## src/rtl/id_ordered_pulse_ring_buffer_top_macros.svh

```systemverilog
// ----------------------------------------------------------------------------
// Assertion macros for the pulse ring buffer
// Shared property forms for the modules that carry concurrent assertions.
// ----------------------------------------------------------------------------
`ifndef ID_ORDERED_PULSE_RING_BUFFER_TOP_MACROS_SVH
`define ID_ORDERED_PULSE_RING_BUFFER_TOP_MACROS_SVH

// Same-cycle implication, disabled while reset is asserted.
`define IOPR_ASSERT_IMP(lbl, clk, rst_n, ante, cons, msg) \
  lbl: assert property (@(posedge clk) disable iff (!rst_n) (ante) |-> (cons)) \
    else $error(msg);

// Next-cycle implication, disabled while reset is asserted.
`define IOPR_ASSERT_NXT(lbl, clk, rst_n, ante, cons, msg) \
  lbl: assert property (@(posedge clk) disable iff (!rst_n) (ante) |=> (cons)) \
    else $error(msg);

`endif

```

## src/rtl/iopr_pkg.sv

```systemverilog
// ----------------------------------------------------------------------------
// Pulse ring buffer package
// Sizes, command codes and the command/status bundles between the
// controller and the datapath.
// ----------------------------------------------------------------------------
package iopr_pkg;

  // Ring depth; must be a power of two so slot arithmetic wraps naturally.
  localparam int DEPTH        = 64;
  localparam int PAYLOAD_BITS = 64;
  localparam int ADDR_W       = $clog2(DEPTH);
  localparam int CNT_W        = 7;
  localparam int ID_W         = 64;
  localparam int CMD_W        = 2;

  localparam logic [CNT_W-1:0] CAP_RESET = CNT_W'(DEPTH);

  // Transaction commands.
  localparam logic [CMD_W-1:0] CMD_PUSH   = 2'd0;
  localparam logic [CMD_W-1:0] CMD_RANGE  = 2'd1;
  localparam logic [CMD_W-1:0] CMD_LATEST = 2'd2;

  // Controller to datapath commands.
  typedef struct packed {
    logic item_ld;
    logic rd_issue;
    logic off_ld_zero;
    logic off_ld_last;
    logic off_ld_first;
    logic first_ld_match;
    logic first_ld_latest;
    logic exp_ld;
    logic exp_inc;
    logic push_wr;
    logic out_ld_one;
    logic out_ld_rec;
    logic one_rej;
  } dp_cmd_t;

  // Datapath to controller status.
  typedef struct packed {
    logic [CMD_W-1:0] cmd;
    logic             cap_zero;
    logic             fill_zero;
    logic             read_bad;
    logic             push_id_bad;
    logic             rd_vld;
    logic             id_match;
    logic             scan_end;
    logic             srch_more;
    logic             run_bad;
    logic             run_first;
    logic             chk_bad;
    logic             run_end;
    logic             issue_more;
    logic             out_free;
  } dp_sts_t;

endpackage

```

## src/rtl/iopr_ctrl.sv

```systemverilog
// ----------------------------------------------------------------------------
// Pulse ring buffer controller
// Sequences push checks, id search, consecutive-id check and record emission.
// ----------------------------------------------------------------------------
`include "id_ordered_pulse_ring_buffer_top_macros.svh"

module iopr_ctrl (
  input  logic              clk,
  input  logic              rst_n,
  input  logic              in_valid,
  output logic              in_stall,
  input  iopr_pkg::dp_sts_t dp_sts,
  output iopr_pkg::dp_cmd_t dp_cmd
);

  localparam logic [3:0] S_IDLE   = 4'd0;
  localparam logic [3:0] S_DECODE = 4'd1;
  localparam logic [3:0] S_PRD    = 4'd2;
  localparam logic [3:0] S_PCMP   = 4'd3;
  localparam logic [3:0] S_PWR    = 4'd4;
  localparam logic [3:0] S_ONE    = 4'd5;
  localparam logic [3:0] S_SRCH   = 4'd6;
  localparam logic [3:0] S_RUN0   = 4'd7;
  localparam logic [3:0] S_CHK    = 4'd8;
  localparam logic [3:0] S_ERD    = 4'd9;
  localparam logic [3:0] S_EMIT   = 4'd10;

  logic [3:0] state_r, state_nxt;
  logic       rej_r, rej_nxt;
  logic       accept;

  assign in_stall = (state_r != S_IDLE);
  assign accept   = in_valid && !in_stall;

  // Next state and datapath commands.
  always_comb begin
    state_nxt = state_r;
    rej_nxt   = rej_r;
    dp_cmd    = '0;
    case (state_r)
      S_IDLE: begin
        if (accept) begin
          dp_cmd.item_ld = 1'b1;
          state_nxt      = S_DECODE;
        end
      end
      S_DECODE: begin
        if (dp_sts.cmd == iopr_pkg::CMD_PUSH) begin
          if (dp_sts.cap_zero) begin
            rej_nxt   = 1'b1;
            state_nxt = S_ONE;
          end else if (dp_sts.fill_zero) begin
            state_nxt = S_PWR;
          end else begin
            dp_cmd.off_ld_last = 1'b1;
            state_nxt          = S_PRD;
          end
        end else if (dp_sts.read_bad) begin
          rej_nxt   = 1'b1;
          state_nxt = S_ONE;
        end else if (dp_sts.cmd == iopr_pkg::CMD_RANGE) begin
          dp_cmd.off_ld_zero = 1'b1;
          state_nxt          = S_SRCH;
        end else if (dp_sts.cmd == iopr_pkg::CMD_LATEST) begin
          dp_cmd.first_ld_latest = 1'b1;
          state_nxt              = S_RUN0;
        end else begin
          rej_nxt   = 1'b1;
          state_nxt = S_ONE;
        end
      end
      // Fetch the newest id to check that the new id is above it.
      S_PRD: begin
        dp_cmd.rd_issue = 1'b1;
        state_nxt       = S_PCMP;
      end
      S_PCMP: begin
        if (dp_sts.push_id_bad) begin
          rej_nxt   = 1'b1;
          state_nxt = S_ONE;
        end else begin
          state_nxt = S_PWR;
        end
      end
      S_PWR: begin
        dp_cmd.push_wr = 1'b1;
        rej_nxt        = 1'b0;
        state_nxt      = S_ONE;
      end
      S_ONE: begin
        if (dp_sts.out_free) begin
          dp_cmd.out_ld_one = 1'b1;
          dp_cmd.one_rej    = rej_r;
          state_nxt         = S_IDLE;
        end
      end
      // Pipelined scan from the oldest record for the requested id.
      S_SRCH: begin
        dp_cmd.rd_issue = dp_sts.srch_more;
        if (dp_sts.rd_vld) begin
          if (dp_sts.id_match) begin
            dp_cmd.rd_issue       = 1'b0;
            dp_cmd.first_ld_match = 1'b1;
            state_nxt             = S_RUN0;
          end else if (dp_sts.scan_end) begin
            rej_nxt   = 1'b1;
            state_nxt = S_ONE;
          end
        end
      end
      S_RUN0: begin
        if (dp_sts.run_bad) begin
          rej_nxt   = 1'b1;
          state_nxt = S_ONE;
        end else begin
          dp_cmd.off_ld_first = 1'b1;
          state_nxt           = S_CHK;
        end
      end
      // Pipelined pass checking that the run's ids are consecutive.
      S_CHK: begin
        dp_cmd.rd_issue = dp_sts.issue_more;
        if (dp_sts.rd_vld) begin
          if (dp_sts.run_first) begin
            dp_cmd.exp_ld = 1'b1;
          end else if (dp_sts.chk_bad) begin
            rej_nxt   = 1'b1;
            state_nxt = S_ONE;
          end else begin
            dp_cmd.exp_inc = 1'b1;
          end
          if (dp_sts.run_end && (dp_sts.run_first || !dp_sts.chk_bad)) begin
            dp_cmd.rd_issue     = 1'b0;
            dp_cmd.off_ld_first = 1'b1;
            state_nxt           = S_ERD;
          end
        end
      end
      S_ERD: begin
        dp_cmd.rd_issue = 1'b1;
        state_nxt       = S_EMIT;
      end
      // Emit one record per free output slot, fetching the next meanwhile.
      S_EMIT: begin
        if (dp_sts.out_free) begin
          dp_cmd.out_ld_rec = 1'b1;
          if (dp_sts.run_end) begin
            state_nxt = S_IDLE;
          end else begin
            dp_cmd.rd_issue = 1'b1;
          end
        end
      end
      default: begin
        state_nxt = S_IDLE;
      end
    endcase
  end

  // State registers.
  always_ff @(posedge clk) begin
    if (!rst_n) begin
      state_r <= S_IDLE;
      rej_r   <= 1'b0;
    end else begin
      state_r <= state_nxt;
      rej_r   <= rej_nxt;
    end
  end

  // The output register is only loaded when it is free.
  `IOPR_ASSERT_IMP(a_ld_free, clk, rst_n, dp_cmd.out_ld_one || dp_cmd.out_ld_rec, dp_sts.out_free, "output loaded while occupied")
  // An accepted transaction always goes to decode.
  `IOPR_ASSERT_NXT(a_acc_decode, clk, rst_n, accept, state_r == S_DECODE, "accept did not start decode")
  // Emission continues until the final record of the run.
  `IOPR_ASSERT_NXT(a_emit_cont, clk, rst_n, (state_r == S_EMIT) && dp_cmd.out_ld_rec && !dp_sts.run_end, state_r == S_EMIT, "emission stopped early")

endmodule

```

## config.mk

```make
export PLATFORM = sky130hd
export DESIGN_NAME = iopr_ctrl
export DESIGN_NICKNAME = d
export VERILOG_FILES = /design/src/rtl/iopr_pkg.sv /design/src/rtl/iopr_ctrl.sv
export VERILOG_INCLUDE_DIRS = /design/src /design/src/rtl
export SDC_FILE = /design/constraint.sdc
export NUM_CORES = 1
export LEC_CHECK = 0
export BUFFER_PORTS_ARGS = -buffer_cell sky130_fd_sc_hd__buf_2
export CAP_MARGIN = 20
export CORE_ASPECT_RATIO = 1.25
export CORE_MARGIN = 3
export CORE_UTILIZATION = 29
export CTS_CLUSTER_DIAMETER = 50
export DETAILED_ROUTE_END_ITERATION = 12
export PLACE_DENSITY = 0.59
export RECOVER_POWER = 25
export SLEW_MARGIN = 10
export SYNTH_ARGS = -nofsm -noshare
export SYNTH_HDL_FRONTEND = slang
export SYNTH_SLANG_ARGS = --single-unit
```

## constraint.sdc

```tcl
create_clock -name clk -period 1.4 [get_ports clk]
set_input_delay 0.21 -clock clk [delete_from_list [all_inputs] [get_ports clk]]
set_output_delay 0.21 -clock clk [all_outputs]
set_load 0.02 [all_outputs]
```

Word level (Yosys, flattened, before mapping)
Cells that the tools add are included.
Operators by class
  equality and inequality tests: 30
  multiplexer cells: 73
  reductions and logical operators: 12
Operator list (number)
  two-way mux 4 bit: 16
  two-way mux 1 bit: 48
  case mux 4 bit (11 select lines): 1
  inequality test 2 bit, second input constant: 12
  equality test 4 x 3 -> 1 bit, second input constant: 4
  equality test 4 bit, second input constant: 3
  inequality test 3 bit, second input constant: 4
  AND reduction 12 bit: 1
  AND reduction 9 bit: 1
  equality test 4 x 2 -> 1 bit, second input constant: 2
  two-way mux 2 bit: 4
  inequality test 4 bit, second input constant: 2
  case mux 1 bit (6 select lines): 1
  nonzero test 6 bit: 1
  equality test 4 x 1 -> 1 bit, second input constant: 1
  zero test 4 bit: 1
  case mux 1 bit (4 select lines): 1
  nonzero test 4 bit: 1
  two-way mux 3 bit: 1
  equality test 2 x 1 -> 1 bit, second input constant: 1
  equality test 2 bit, second input constant: 1
  logical AND 1 bit: 2
  zero test 1 bit: 2
  zero test 2 bit: 1
  3 further kinds: 3
Storage, ports and cells
  register bits: 5
  input port bits: 19
  output and inout port bits: 14
  word-level logic and storage cells: 117

Longest topological paths before layout
  word-level depth: 6
  mapped depth: 7
  mapped depth without buffers: 7

Worst setup path before layout
Ideal clock, no wire load.
  path type: register -> output
  start point: register state_r[2]
  end point: output dp_cmd[11] (netlist bit)
  arrival: 1.469 ns
  required time: 1.190 ns
  setup slack: -0.279 ns
  cell stages (with the launch flop): 6
  path buffers: 1
  cell sequence: dfxtp_1 > buf_6 > and4bb_1 > and2_1 > a21oi_1 > o21ai_0
RTL lines
  from (decl): line iopr_ctrl.sv:28  | logic [3:0] state_r, state_nxt;
  from (signal assigned): line iopr_ctrl.sv:166  | state_r <= state_nxt;
  to (decl): line iopr_ctrl.sv:13  | output iopr_pkg::dp_cmd_t dp_cmd

==> results.json <==
{
  "maxCapViolCount": 0,
  "synthArstFlopShare_pct": 0,
  "setup_tns_ns": -3.23,
  "cp_data_arrival_time_ns": 1.47,
  "cts.htree.levels": 1,
  "die-area_um2": 3350,
  "p_switching_mw": 0.347,
  "wl_per_cell_um": 15.3,
  "r2r_start": "state_r[3]",
  "nNetsFinal": 197,
  "final_cell_mix": "buf_4 (32), buf_2 (19), buf_6 (13)",
  "finalSetupViolations": 19,
  "intPower_mw": 0.531,
  "ioPinCount": 33,
  "p_per_area_nw_per_um2": 576,
  "initial_core_util_pct": 31.1,
  "reg2reg_depth": 5,
  "synth-warning-count": 0,
  "fin_worst_skew_ns": 0.00769,
  "worstMarginPinSlew_ns": 0.322,
  "endpoint_kind": "output pin",
  "clockBufferDepth": 2,
  "run_status": "finished with violations",
  "swShare_pct": 39.5,
  "rsz0062_at_grt": "true",
  "cts_root_buf": "clkbuf_4",
  "synth_nets": 131,
  "drv_slew": 0,
  "critPathRequiredTime_ns": 1.19,
  "dr.first_iter.drc_count": 24,
  "ys_seq_area_share_pct": 12.9,
  "crit_start": "state_r[3]",
  "drive_gt1_share_pct": 63.8,
  "layout_commonest_cell": "buf_4",
  "post-route-min-period_ns": 1.68,
  "max_slew_margin_pct": 78.3,
  "die_x_um": 52.3,
  "violations": "setup timing",
  "drc": 0,
  "grt_pass1_wl_mm": 4.83,
  "cts_tree": "yes",
  "grt_pass1_vias": 1135,
  "antenna_left": 0,
  "finalHoldViolations": 0,
  "num_antenna_cells": 0,
  "synth_cell_types": 48,
  "syn_area_um2": 778,
  "numCtsBuffers": 3,
  "dp_hpwl_mm": 2.23,
  "hold_depth": 3,
  "ys.flop_type": "dfxtp_1",
  "track_usage_pct": 18.5,
  "seqPwrFrac_pct": 21.5,
  "power.leakage_nw": 0.709,
  "avgViaCountPerCell": 5.39,
  "coreArea_um2": 2500,
  "pwr-share-comb_pct": 58.6,
  "layout_setup_ws_ns": -0.280,
  "io_buffer_count": 32,
  "worst_setup_path_start_kind": "flop",
  "ir_worst_vdd_uv": 356,
  "clk_latency_ns": 0.26,
  "nFillCells": 214,
  "grt_max_degree": 11,
  "path_class": "flop to output pin",
  "place_ws_ns": -0.200,
  "fmax_mhz": 595,
  "min_path_type": "input port to flop",
  "path_max_fanout": 7,
  "avgSynthCellArea_um2": 7.14,
  "postRouteWirelength_mm": 3.18,
  "hp-start": "rst_n",
  "drtPass1Iterations": 3,
  "clkPwrFrac_pct": 19.9,
  "fin_crit_sh_pct": 120,
  "hold_slack_ns": 0.250,
  "die_h_um": 63.9,
  "core.rowCount": 20,
  "grt-ovfl-total": 0,
  "antenna_found_initial": 0,
  "ys_ff_latch": 5,
  "area_growth_pct": 95.8,
  "place.gp.congestion": 0.890,
  "clk_pin_slew_ns": 0.04,
  "clock-sinks": 5,
  "syn-instance-count": 109,
  "vias": 1116,
  "synth_edf_count": 0
}
-- final cells by class --
| class | count | area (µm²) | share of cell area [%] |
|---|---|---|---|
| sequential | 5 | 115 | 7.55 |
| inverter | 6 | 22.5 | 1.48 |
| multi-input combinational | 93 | 797 | 52.3 |
| clock buffer | 4 | 26.3 | 1.72 |
| timing repair buffer | 66 | 522 | 34.2 |
| tap | 33 | 41.3 | 2.71 |
-- sequential cells by signal, indices dropped and copies added, names as in the netlist --
name,cells
rej_r,1
state_r,4
-- layer usage --
| layer | vias to the layer above | track usage (%) | part of all wire, % |
|---|---|---|---|
| li1 | 538 | - | - |
| met1 | 532 | 20.8 | 37 |
| met2 | 38 | 34.2 | 57 |
| met3 | 8 | 0.932 | 3.7 |
| met4 | 0 | 8.63 | 2.3 |
| met5 | - | 0 | 0 |
-- cell usage after synthesis, drive strengths merged (3+ instances only) --
library cell | number | area share (%)
inv | 6 | 2.9
a21oi | 5 | 3.2
dfxtp | 5 | 13
o21ai | 9 | 5.8
nand2 | 11 | 5.3
buf | 4 | 4.5
a31oi | 3 | 2.4
mux2i | 3 | 3.9
nand2b | 3 | 2.4
nor3 | 6 | 4.5
and3 | 4 | 3.9
nor2b | 3 | 2.4
ha | 3 | 4.8
nor2 | 12 | 6.4
-- cells by family after synthesis --
logic type	synth area share, %
AOI/OAI and AO/OA	29.4
and+or+nand+nor	39.7
muxes	5.31
DFF	12.9
buffers and inverters	7.88
adders and majority gates	4.82
-- through the flow --
| stage | cell area (µm²) | power (mW) | utilization (%) | instances |
|---|---|---|---|---|
| after floorplan | 817 | 0.405 | - | 109 |
| after global placement | 1210 | 0.591 | 48.5 | 197 |
| after detailed placement | 1210 | 0.598 | 48.5 | 197 |
| after CTS | 1430 | 0.837 | 57.0 | 207 |
| after global routing | 1520 | 0.932 | 60.9 | 207 |
| final | 1520 | 0.878 | 60.9 | 207 |
-- timing repair --
| item | in CTS | in global routing |
|---|---|---|
| setup buffers | 6 | 2 |
| pin swaps | 7 | 6 |
| hold buffers | 0 | 0 |
| gates resized for setup | 43 | 22 |
| setup endpoints to repair | 19 | 19 |
-- power by group through the flow --
| stage | Combinational, mW | Sequential, mW | Clock, mW |
|---|---|---|---|
| after floorplan | 0.233 | 0.172 | 0 |
| after global placement | 0.402 | 0.189 | 0 |
| after detailed placement | 0.408 | 0.190 | 0 |
| after CTS | 0.470 | 0.186 | 0.180 |
| after global routing | 0.554 | 0.191 | 0.187 |
| final | 0.515 | 0.189 | 0.175 |
-- critical path: stages (launching register included) --
cell     delay (ns)
dfxtp_4        0.38
buf_12         0.14
or3_4          0.43
nor3_4         0.13
buf_6          0.14
-- final timing paths --
check / to / slack (ns)
max reg2reg: rej_r / -0.20
min: state_r[2] / 0.25
min reg2reg: rej_r / 0.55
max: dp_cmd[9] / -0.28
(Power assumes the default switching activity.)
